==> config.mk <==
export PLATFORM = sky130hd
export DESIGN_NAME = rti_ctrl
export DESIGN_NICKNAME = d
export VERILOG_FILES = /design/src/hdl/rti_pkg.sv /design/src/hdl/rti_ctrl.sv
export VERILOG_INCLUDE_DIRS = /design/src /design/src/hdl
export SDC_FILE = /design/constraint.sdc
export NUM_CORES = 1
export LEC_CHECK = 0
export BUFFER_PORTS_ARGS = -buffer_cell sky130_fd_sc_hd__buf_4
export CAP_MARGIN = 40
export CORE_MARGIN = 3
export CORE_UTILIZATION = 54
export CTS_BUF_LIST = sky130_fd_sc_hd__clkbuf_16
export CTS_CLUSTER_DIAMETER = 30
export DETAILED_ROUTE_END_ITERATION = 10
export MAX_ROUTING_LAYER = met4
export PLACE_DENSITY = 0.95
export SYNTH_ARGS = -nofsm -noshare
export SYNTH_HDL_FRONTEND = slang
export SYNTH_SLANG_ARGS = --single-unit
==> constraint.sdc <==
create_clock -name clk -period 2.83 [get_ports clk]
set_input_delay 0.4245 -clock clk [delete_from_list [all_inputs] [get_ports clk]]
set_output_delay 0.4245 -clock clk [all_outputs]
set_load 0.05 [all_outputs]
==> src/hdl/rectilinear_trilinear_interpolator_assert.svh <==
// ----------------------------------------------------------------------------
// Assertion macros for the trilinear interpolator
// Concurrent assertion wrappers on clk and rst_n; empty under synthesis.
// ----------------------------------------------------------------------------
`ifndef RECTILINEAR_TRILINEAR_INTERPOLATOR_ASSERT_SVH
`define RECTILINEAR_TRILINEAR_INTERPOLATOR_ASSERT_SVH
`ifndef SYNTHESIS
// A condition that holds at every clock edge out of reset.
`define RTI_ASSERT(label, cond) \
    label: assert property (@(posedge clk) disable iff (!rst_n) (cond)) \
        else $error("interpolator assertion failed");
// A condition that implies another one on the following edge.
`define RTI_ASSERT_NEXT(label, pre, post) \
    label: assert property (@(posedge clk) disable iff (!rst_n) (pre) |=> (post)) \
        else $error("interpolator assertion failed");
`else
`define RTI_ASSERT(label, cond)
`define RTI_ASSERT_NEXT(label, pre, post)
`endif
`endif

==> src/hdl/rti_pkg.sv <==
// ----------------------------------------------------------------------------
// rti_pkg
// Shared constants, codes and types of the trilinear interpolator.
// ----------------------------------------------------------------------------
package rti_pkg;

    localparam int AXIS_DEPTH  = 16;
    localparam int AXIS_AW     = $clog2(AXIS_DEPTH);
    localparam int SIZE_W      = 5;
    localparam int SIZE_RESET  = 16;
    localparam int COMPONENTS  = 3;
    localparam int COMP_W      = (COMPONENTS > 1) ? $clog2(COMPONENTS) : 1;
    localparam int OUT_COMPS   = 3;
    localparam int FIELD_DEPTH = AXIS_DEPTH * AXIS_DEPTH * AXIS_DEPTH * COMPONENTS;
    localparam int FIELD_AW    = $clog2(FIELD_DEPTH);
    localparam int VAL_W       = 32;
    localparam int FRAC_W      = 17;
    localparam int DIV_STEPS   = 17;
    localparam int DIV_CW      = $clog2(DIV_STEPS);
    localparam int POS_W       = 14;
    localparam int OP_W        = 3;
    localparam int CFG_IDX_W   = 2;
    localparam int CORNER_W    = 3;
    localparam int PROD_W      = VAL_W + 1 + FRAC_W + 1;

    // Operation codes carried on the input kind field
    localparam logic [OP_W-1:0] OP_LOAD_X     = 3'd0;
    localparam logic [OP_W-1:0] OP_LOAD_Y     = 3'd1;
    localparam logic [OP_W-1:0] OP_LOAD_Z     = 3'd2;
    localparam logic [OP_W-1:0] OP_LOAD_FIELD = 3'd3;
    localparam logic [OP_W-1:0] OP_QUERY      = 3'd4;

    // Configuration register indexes
    localparam logic [CFG_IDX_W-1:0] CFG_SIZE_X = 2'd0;
    localparam logic [CFG_IDX_W-1:0] CFG_SIZE_Y = 2'd1;
    localparam logic [CFG_IDX_W-1:0] CFG_SIZE_Z = 2'd2;

    typedef enum logic [1:0] {AXIS_X, AXIS_Y, AXIS_Z} axis_t;

    typedef enum logic [1:0] {RA_FIRST, RA_LAST, RA_MID} ra_t;

    typedef enum logic [2:0] {MV_NONE, MV_H0, MV_H1, MV_Y, MV_Z, MV_OUT} mv_t;

    typedef enum logic [4:0] {
        ST_IDLE, ST_AX_RD0, ST_AX_RDN, ST_AX_CAPN, ST_AX_CHK, ST_PROBE, ST_PCAP,
        ST_WIDTH, ST_DIV, ST_AX_NEXT, ST_ADDR1, ST_ADDR2, ST_ADDR3, ST_F_ISSUE,
        ST_F_CAP, ST_B_DIFF, ST_B_MUL, ST_B_ADD, ST_DONE
    } state_t;

    typedef struct packed {
        logic                start;
        logic                load;
        ra_t                 ra_sel;
        logic                cap_tlo;
        logic                cap_thi;
        logic                check;
        logic                probe;
        logic                width;
        logic                div_step;
        logic                addr1;
        logic                addr2;
        logic                addr3;
        logic                cap_a;
        logic                cap_b;
        logic                diff;
        logic                mul;
        mv_t                 mv;
        logic                publish;
        axis_t               axis;
        axis_t               lvl;
        logic [CORNER_W-1:0] corner;
        logic [COMP_W-1:0]   comp;
    } dp_cmd_t;

    typedef struct packed {
        logic search_done;
        logic range_bad;
        logic width_zero;
        logic div_last;
        logic any_flag;
    } dp_stat_t;

    // Sizes below two act as two, above the table depth as the depth.
    function automatic logic [SIZE_W-1:0] clamp_size(input logic [SIZE_W-1:0] s);
        logic [SIZE_W-1:0] r;
        r = s;
        if (s < SIZE_W'(2))
            r = SIZE_W'(2);
        else if (s > SIZE_W'(AXIS_DEPTH))
            r = SIZE_W'(AXIS_DEPTH);
        return r;
    endfunction

endpackage

==> src/hdl/rti_ctrl.sv <==
// ----------------------------------------------------------------------------
// rti_ctrl
// Controller: sequences search, division, fetch and blend for each query.
// ----------------------------------------------------------------------------
`include "rectilinear_trilinear_interpolator_assert.svh"

module rti_ctrl import rti_pkg::*; (
    input  logic            clk,
    input  logic            rst_n,
    input  logic            s_tvalid,
    input  logic [OP_W-1:0] op,
    output logic            s_tready,
    input  logic            m_tready,
    output logic            m_tvalid,
    output dp_cmd_t         cmd,
    input  dp_stat_t        stat
);

    state_t              state_reg, state_next;
    axis_t               axis_reg, axis_next, lvl_reg, lvl_next;
    logic [CORNER_W-1:0] corner_reg, corner_next;
    logic [COMP_W-1:0]   comp_reg, comp_next;
    logic                out_valid_reg, out_valid_next;
    logic                accept;

    // State and counters
    always_ff @(posedge clk or negedge rst_n)
    begin
        if (!rst_n)
        begin
            state_reg     <= ST_IDLE;
            axis_reg      <= AXIS_X;
            lvl_reg       <= AXIS_X;
            corner_reg    <= '0;
            comp_reg      <= '0;
            out_valid_reg <= 1'b0;
        end
        else
        begin
            state_reg     <= state_next;
            axis_reg      <= axis_next;
            lvl_reg       <= lvl_next;
            corner_reg    <= corner_next;
            comp_reg      <= comp_next;
            out_valid_reg <= out_valid_next;
        end
    end

    assign s_tready = (state_reg == ST_IDLE);
    assign m_tvalid = out_valid_reg;
    assign accept   = s_tvalid && s_tready;

    // Next state and datapath commands
    always_comb
    begin
        state_next  = state_reg;
        axis_next   = axis_reg;
        lvl_next    = lvl_reg;
        corner_next = corner_reg;
        comp_next   = comp_reg;
        cmd         = '0;
        cmd.axis    = axis_reg;
        cmd.lvl     = lvl_reg;
        cmd.corner  = corner_reg;
        cmd.comp    = comp_reg;
        cmd.ra_sel  = RA_MID;
        cmd.mv      = MV_NONE;

        case (state_reg)
            ST_IDLE:
            begin
                if (accept)
                begin
                    if (op == OP_QUERY)
                    begin
                        cmd.start  = 1'b1;
                        axis_next  = AXIS_X;
                        state_next = ST_AX_RD0;
                    end
                    else
                    begin
                        cmd.load = 1'b1;
                    end
                end
            end
            ST_AX_RD0:
            begin
                cmd.ra_sel = RA_FIRST;
                state_next = ST_AX_RDN;
            end
            ST_AX_RDN:
            begin
                cmd.cap_tlo = 1'b1;
                cmd.ra_sel  = RA_LAST;
                state_next  = ST_AX_CAPN;
            end
            ST_AX_CAPN:
            begin
                cmd.cap_thi = 1'b1;
                state_next  = ST_AX_CHK;
            end
            ST_AX_CHK:
            begin
                cmd.check  = 1'b1;
                state_next = stat.range_bad ? ST_AX_NEXT : ST_PROBE;
            end
            ST_PROBE:
            begin
                state_next = stat.search_done ? ST_WIDTH : ST_PCAP;
            end
            ST_PCAP:
            begin
                cmd.probe  = 1'b1;
                state_next = ST_PROBE;
            end
            ST_WIDTH:
            begin
                cmd.width  = 1'b1;
                state_next = stat.width_zero ? ST_AX_NEXT : ST_DIV;
            end
            ST_DIV:
            begin
                cmd.div_step = 1'b1;
                if (stat.div_last)
                begin
                    state_next = ST_AX_NEXT;
                end
            end
            ST_AX_NEXT:
            begin
                if (axis_reg == AXIS_Z)
                begin
                    state_next = stat.any_flag ? ST_DONE : ST_ADDR1;
                end
                else
                begin
                    axis_next  = (axis_reg == AXIS_X) ? AXIS_Y : AXIS_Z;
                    state_next = ST_AX_RD0;
                end
            end
            ST_ADDR1:
            begin
                cmd.addr1  = 1'b1;
                state_next = ST_ADDR2;
            end
            ST_ADDR2:
            begin
                cmd.addr2  = 1'b1;
                state_next = ST_ADDR3;
            end
            ST_ADDR3:
            begin
                cmd.addr3   = 1'b1;
                corner_next = '0;
                comp_next   = '0;
                state_next  = ST_F_ISSUE;
            end
            ST_F_ISSUE:
            begin
                state_next = ST_F_CAP;
            end
            ST_F_CAP:
            begin
                if (!corner_reg[0])
                begin
                    cmd.cap_a   = 1'b1;
                    corner_next = corner_reg + CORNER_W'(1);
                    state_next  = ST_F_ISSUE;
                end
                else
                begin
                    cmd.cap_b  = 1'b1;
                    lvl_next   = AXIS_X;
                    state_next = ST_B_DIFF;
                end
            end
            ST_B_DIFF:
            begin
                cmd.diff   = 1'b1;
                state_next = ST_B_MUL;
            end
            ST_B_MUL:
            begin
                cmd.mul    = 1'b1;
                state_next = ST_B_ADD;
            end
            ST_B_ADD:
            begin
                case (lvl_reg)
                    AXIS_X:
                    begin
                        if (!corner_reg[1])
                        begin
                            cmd.mv      = MV_H0;
                            corner_next = corner_reg + CORNER_W'(1);
                            state_next  = ST_F_ISSUE;
                        end
                        else
                        begin
                            cmd.mv     = MV_Y;
                            lvl_next   = AXIS_Y;
                            state_next = ST_B_DIFF;
                        end
                    end
                    AXIS_Y:
                    begin
                        if (!corner_reg[2])
                        begin
                            cmd.mv      = MV_H1;
                            corner_next = corner_reg + CORNER_W'(1);
                            state_next  = ST_F_ISSUE;
                        end
                        else
                        begin
                            cmd.mv     = MV_Z;
                            lvl_next   = AXIS_Z;
                            state_next = ST_B_DIFF;
                        end
                    end
                    default:
                    begin
                        cmd.mv = MV_OUT;
                        if (comp_reg == COMP_W'(COMPONENTS - 1))
                        begin
                            state_next = ST_DONE;
                        end
                        else
                        begin
                            comp_next   = comp_reg + COMP_W'(1);
                            corner_next = '0;
                            state_next  = ST_F_ISSUE;
                        end
                    end
                endcase
            end
            ST_DONE:
            begin
                if (!out_valid_reg || m_tready)
                begin
                    cmd.publish = 1'b1;
                    state_next  = ST_IDLE;
                end
            end
            default:
            begin
                state_next = ST_IDLE;
            end
        endcase
    end

    // Output valid: set on publish, cleared once the result is transferred
    always_comb
    begin
        if (cmd.publish)
            out_valid_next = 1'b1;
        else if (m_tready)
            out_valid_next = 1'b0;
        else
            out_valid_next = out_valid_reg;
    end

    `RTI_ASSERT(a_publish_free, !cmd.publish || !out_valid_reg || m_tready)
    `RTI_ASSERT_NEXT(a_result_held, out_valid_reg && !m_tready, out_valid_reg)
    `RTI_ASSERT_NEXT(a_query_starts, accept && (op == OP_QUERY), state_reg == ST_AX_RD0)

endmodule

### Yosys cells after proc, flatten, opt, wreduce, memory -nomap -nowiden

Index checks and enable logic that the tools add are counted.

* mux-type cells: 61
* add/subtract/negate cells: 2
* reduce and logical (&&, ||, !) cells: 19
* equality and inequality tests: 37

Operators with widths (count)
* 5-bit one-hot mux with 19 select lines: 1
* 5-bit by 4-bit == test with 1-bit output (second input constant): 8
* 5-bit two-way mux: 7
* 2-bit two-way mux: 16
* 1-bit two-way mux: 21
* 5-bit by 3-bit == test with 1-bit output (second input constant): 4
* 2-bit one-hot mux with 2 select lines: 5
* 4-bit AND reduction: 5
* 3-bit two-way mux: 6
* 5-bit == test (second input constant): 3
* 2-bit inequality test (second input constant): 7
* 3-bit inequality test (second input constant): 4
* 3-bit one-hot mux with 2 select lines: 2
* 5-bit by 2-bit == test with 1-bit output (second input constant): 2
* 5-bit one-hot mux with 2 select lines: 1
* 3-bit one-hot mux with 3 select lines: 1
* 2-bit nonzero test: 4
* 5-bit by 1-bit == test with 1-bit output (second input constant): 1
* 5-bit zero test: 1
* 5-bit AND reduction: 1
* 2-bit == test (second input constant): 2
* 2-bit zero test: 2
* 4-bit two-way mux: 1
* 2-bit by 1-bit inequality test with 1-bit output (second input constant): 2
* other kinds (12): 12

* flip-flop bits (word level): 15
* output and inout bits: 32
* input bits: 12

### Depth between registers and ports, before layout

Gate-level depths: netlist of run 1.

* word-level depth: 5
* depth in mapped cells: 7
* gate-level depth less buffers: 7

### Least setup slack after synthesis of run 1

OpenSTA, ideal clock, no wires.

* path type: reg2out
* start point: reg lvl_reg[0]
* end point: out cmd[11] (netlist name)
* arrival: 3453 ps
* setup slack: -1048 ps
* cell stages (with the launch flop): 4
* cells stage by stage: dfrtp_1 clkbuf_1 nand2b_1 a2111oi_0

RTL lines
* start: declaration: RTL line rti_ctrl.sv:20 `axis_t axis_reg, axis_next, lvl_reg, lvl_next;`
* start signal: assignment: RTL line rti_ctrl.sv:42 `lvl_reg <= lvl_next;`
* end: declaration: RTL line rti_ctrl.sv:15 `output dp_cmd_t cmd,`

==> flow_summary.yaml, run 1 <==
clock_tree:
  cts_buffers: 3
  ctsHoldBuffers: 0
  cts_buffer_depth: 2
  htreeDepth: 1
  insertion_delay_ps: 240
  numClockSinks: 15
  clk_pin_slew_ps: 50
  post_cts_buffers: 0
  cts_tree: "yes"
  postCtsResizedCells: 0
  root_buffer: "clkbuf_16"
route:
  ant_nets: 0
  wl_mm: 3.63
  vias_per_cell: 6.16
  wire_per_inst_um: 15.6
  first_iter_violations: 54
  vias: 1435
  dr.pass1.iters: 4
  drc_errors: 0
die:
  core_um2: 2280
  die_w_um: 55.4
  initial_core_util_pct: 58.0
  fp.dieArea_um2: 3070
  die_h_um: 55.4
  num_rows: 17
  io_pins: 44
global_route:
  grt_pass1_wl_mm: 5.99
  grt_pass1_vias: 1356
  grt_overflow: 0
  track_usage_pct: 24.1
  antenna_found_initial: 0
  grt_max_degree: 20
timing:
  max_freq_mhz: 395
  slew_headroom_pct: 60.4
  hold_viol: 0
  finalSetupViolations: 0
  period_share_pct: 89.5
  worstMarginPinSlew_ps: 594
  grt_setup_unrepaired: "no"
  skew_ps: 1.18
  drv_slew: 0
  min_period_ps: 2530
power:
  power.leakage_nw: 0.764
  p_per_area_nw_per_um2: 891
  p_total_w: 0.00151
  ir_drop_mv: 0.820
placed_design:
  gp_congestion: 0.930
  port_buffers: 43
  place_hpwl_mm: 2.69
worst_setup_path:
  cp-start-kind: "flop"
  crit_cells: 4
  crit_fanout: 19
  crit_start: "state_reg[0]$_DFFE_PN0P_"
  crit_buf_inv: 1
  crit_chain: "nand2b_1 > or2_1 > a21oi_1 > buf_4"
  reg2regPathDepth: 4
  worstSetupEndpointType: "primary output"
  r2r-start: "state_reg[0]$_DFFE_PN0P_"
  cp.arrival_ps: 2110
  cp.required_ps: 2410
  critical_path_class: "reg -> out"
  cp_top_family: "simple AND/OR/NAND/NOR gates"
  cpPeakStageDelay_ps: 710
  slowest_stage: "dfrtp_1"
layout:
  largest_register_ffs: 5
  layout_common_cells: "buf_4 (43), nor2_1 (18), inv_1 (15), o21ai_0 (15), dfrtp_1 (15)"
  layout_commonest_cell: "buf_4"
  drive_gt1_share_pct: 23.9
  syn_to_final_growth_pct: 28.3
  fin_util_pct: 74.4
  fin_nets: 224
  diodes: 0
synth:
  postSynthCellCount: 173
  yosys_warnings: 0
  seq_area_frac_synth_pct: 28.4
  synthArstFlopShare_pct: 100
  synth_area_per_cell_um2: 7.63
  syn_area_um2: 1320
  synth_edf_count: 0
  synth_seq_cells: 15
  synth_nets: 191
  synth_ff_type: "dfrtp_1"
  ys_types: 45
flow_run:
  maxCapViolCount: 0
run_status:
  status: "finished clean"
hold_path:
  hold_class: "in -> async"
-- metrics by stage --
step	instance area, µm²	setup WS, ps	instances	hold WS [ps]	setup TNS, ps
6_report	1690	296	233	35.3	0
5_1_grt	1690	105	233	44.0	0
4_1_cts	1690	326	233	35.4	0
3_5_place_dp	1620	575	229	291	0
3_3_place_gp	1620	617	229	291	0
2_1_floorplan	1330	-359	173	129	-359
-- report_power, final --
group / total (W) / leakage (nW) / internal (W) / switching (W)
logic: 0.000842 / 0.522 / 0.000280 / 0.000562
registers: 0.000401 / 0.200 / 0.000261 / 0.000140
clock network: 0.000266 / 0.0423 / 0.000187 / 0.0000795
total: 0.00151 / 0.764 / 0.000728 / 0.000782
-- area by class of cell --
| type | count | area (µm²) |
|---|---|---|
| clock inverter | 1 | 3.75 |
| sequential | 15 | 375 |
| tap | 28 | 35.0 |
| fill | 172 | 582 |
| clock buffer | 3 | 75.1 |
| timing repair buffer | 43 | 323 |
| inverter | 14 | 52.6 |
| multi-input combinational | 129 | 830 |
-- cell families (layout without fill, tap and decap cells) --
logic type | Yosys count | after routing | share of synthesized area (%)
mux | 4 | 4 | 3.03
fa+ha+maj | 6 | 6 | 5.69
simple gates | 65 | 65 | 25.8
compound gates | 53 | 53 | 27.2
xor+xnor | 1 | 1 | 0.664
flops | 15 | 15 | 28.4
buf+inv | 29 | 61 | 9.19
-- cells in the mapped netlist (2+ instances only) --
| cell | n | share of area [%] |
|---|---|---|
| or3b_2 | 2 | 1.3 |
| a32oi_1 | 3 | 2.0 |
| buf_2 | 4 | 1.5 |
| nor3_1 | 10 | 3.8 |
| a2bb2oi_1 | 2 | 1.3 |
| or3_1 | 2 | 0.95 |
| nand2_1 | 9 | 2.6 |
| o221ai_1 | 2 | 1.3 |
| and3_1 | 3 | 1.4 |
| nor2_1 | 18 | 5.1 |
| o211ai_1 | 3 | 1.7 |
| a22o_1 | 2 | 1.3 |
| mux2i_1 | 4 | 3.0 |
| ha_1 | 6 | 5.7 |
| buf_4 | 2 | 1.1 |
| a211oi_1 | 2 | 1.1 |
| o32a_1 | 2 | 1.5 |
| clkbuf_1 | 8 | 2.3 |
| nor3b_1 | 2 | 1.1 |
| inv_1 | 14 | 4.0 |
| dfrtp_1 | 15 | 28 |
| nand3b_1 | 2 | 1.1 |
| o21ai_0 | 15 | 5.7 |
| nand3_1 | 2 | 0.76 |
| nand2b_1 | 9 | 4.3 |
| a31oi_1 | 5 | 2.4 |
| a21oi_1 | 7 | 2.7 |
-- per-layer routing --
metal	global-route usage [%]	share of wire [%]
met2	40.9	51
met4	9.72	0.97
met1	28.1	40
met5	-	0
met3	4.21	7.9
-- final timing paths --
| path | slack [ps] | to |
|---|---|---|
| worst max-delay path | 300 | cmd[10] |
| worst min-delay path | 40 | state_reg[2]$_DFFE_PN0P_ |
| worst max register to register | 740 | corner_reg[0]$_DFFE_PN0P_ |
| worst min register to register | 580 | m_tvalid$_DFFE_PN0P_ |
| max in group asynchronous | 2620 | m_tvalid$_DFFE_PN0P_ |
| min in group clk | 430 | state_reg[3]$_DFFE_PN0P_ |
-- worst reg2reg max path, cell delays in order (launching register included) --
cell	delay, ps
dfrtp_1	710
nand2b_1	350
or2_1	430
o32a_1	380
mux2i_1	140
(Power assumes the default switching activity.)
==> run 2, diff against run 1 <==
CORE_ASPECT_RATIO = 1.2   (was unset)
==> flow_summary.yaml, run 2 (synthesis gave the netlist of run 1 again) <==
run_status:
  status: "finished clean"
timing:
  whs_ps: 32.2
  min_period_ps: 2550
  skew_ps: 2.93
  grt_setup_unrepaired: "no"
  worstMarginPinSlew_ps: 525
  max_freq_mhz: 393
  period_share_pct: 90.0
  finalSetupViolations: 0
  hold_viol: 0
  drv_slew: 0
  slew_headroom_pct: 64.7
route:
  vias_per_cell: 5.89
  vias: 1402
  first_iter_violations: 44
  wl_mm: 3.70
  wire_per_inst_um: 15.6
  ant_nets: 0
  drc_errors: 0
  dr.pass1.iters: 4
clock_tree:
  root_buffer: "clkbuf_16"
  post_cts_buffers: 0
  cts_buffer_depth: 2
  ctsHoldBuffers: 0
  insertion_delay_ps: 240
  htreeDepth: 1
  postCtsResizedCells: 0
  cts_buffers: 3
  cts_tree: "yes"
  clk_pin_slew_ps: 50
  numClockSinks: 15
layout:
  fillers: 170
  drive_gt1_share_pct: 24.6
  largest_register_ffs: 5
  layout_common_cells: "buf_4 (45), nor2_1 (18), inv_1 (15), o21ai_0 (15), dfrtp_1 (15)"
  layout_commonest_cell: "buf_4"
  diodes: 0
  fin_nets: 226
  syn_to_final_growth_pct: 29.8
global_route:
  grt_overflow: 0
  gr-usage-met3_pct: 4.24
  grt.met1_usage_pct: 30.0
  grt_pass1_wl_mm: 6.24
  grt_pass1_vias: 1397
  track_usage_pct: 27.5
  use_met2_pct: 49.7
  busiest_layer: "met2"
  grt_max_degree: 16
  antenna_found_initial: 0
worst_setup_path:
  crit_start: "state_reg[4]$_DFFE_PN0P_"
  crit_fanout: 15
  cp.required_ps: 2410
  r2r-start: "state_reg[4]$_DFFE_PN0P_"
  worstSetupEndpointType: "primary output"
  cp-start-kind: "flop"
  cp.arrival_ps: 2120
  critical_path_class: "reg -> out"
die:
  die_h_um: 60.2
  fp.dieArea_um2: 3080
  initial_core_util_pct: 57.2
  io_pins: 44
  num_rows: 19
  core_um2: 2310
  die_w_um: 51.1
power:
  power.leakage_nw: 0.774
  p_total_w: 0.00153
  p_per_area_nw_per_um2: 891
  ir_drop_mv: 0.617
placed_design:
  port_buffers: 43
  gp_congestion: 0.881
  place_hpwl_mm: 2.82
hold_path:
  hold_class: "in -> async"
flow_run:
  maxCapViolCount: 0
==> run 2: cell types whose count changed in the layout (fill, tap and decap cells not counted), sizes merged <==
cell | previous run | this run
buf | 43 | 45
==> run 2: cell type report <==
type,instances,area (µm²),share of cell area (%)
inverter,14,52.6,3.07
clock buffer,3,75.1,4.38
clock inverter,1,3.75,0.219
sequential,15,375,21.9
timing repair buffer,45,338,19.7
multi-input combinational,129,830,48.4
tap,31,38.8,2.26
==> run 2: worst max-delay path: stages, from the launching register on <==
cell and delay, ps:
dfrtp_1 560, or3b_1 530, or2_1 400, a21oi_1 160, buf_4 210
==> run 2: worst paths after layout <==
kind	end	slack (ps)	cells past startpoint
min reg2reg	m_tvalid$_DFFE_PN0P_	600	2
max in group asynchronous	corner_reg[1]$_DFFE_PN0P_	2610	1
min in group clk	state_reg[3]$_DFFE_PN0P_	440	2
max reg2reg	corner_reg[0]$_DFFE_PN0P_	740	4
max	cmd[10]	280	4
min	state_reg[2]$_DFFE_PN0P_	30	1
==> run 2: through the flow <==
stage               cells  setup slack, ps  utilization, %  TNS, ps  instance area, µm²
CTS                   238              315            74.3        0                1710
global placement      234              613            70.9        0                1630
finish                238              283            74.3        0                1710
detailed placement    234              569            70.9        0                1630
global route          238              181            74.3        0                1710
floorplan             173             -359               -     -359                1330
==> run 2: layer usage <==
metal,wire length [µm],vias to the layer above
met5,0,-
met4,58,0
met1,1510,650
met3,222,7
li1,-,692
met2,1910,53
==> run 2: power by group <==
group / total, W / leakage, nW / internal [W] / switching (W)
Clock: 0.000269 / 0.0423 / 0.000187 / 0.0000827
Combinational: 0.000887 / 0.532 / 0.000297 / 0.000590
Sequential: 0.000371 / 0.200 / 0.000262 / 0.000109
Total: 0.00153 / 0.774 / 0.000745 / 0.000781
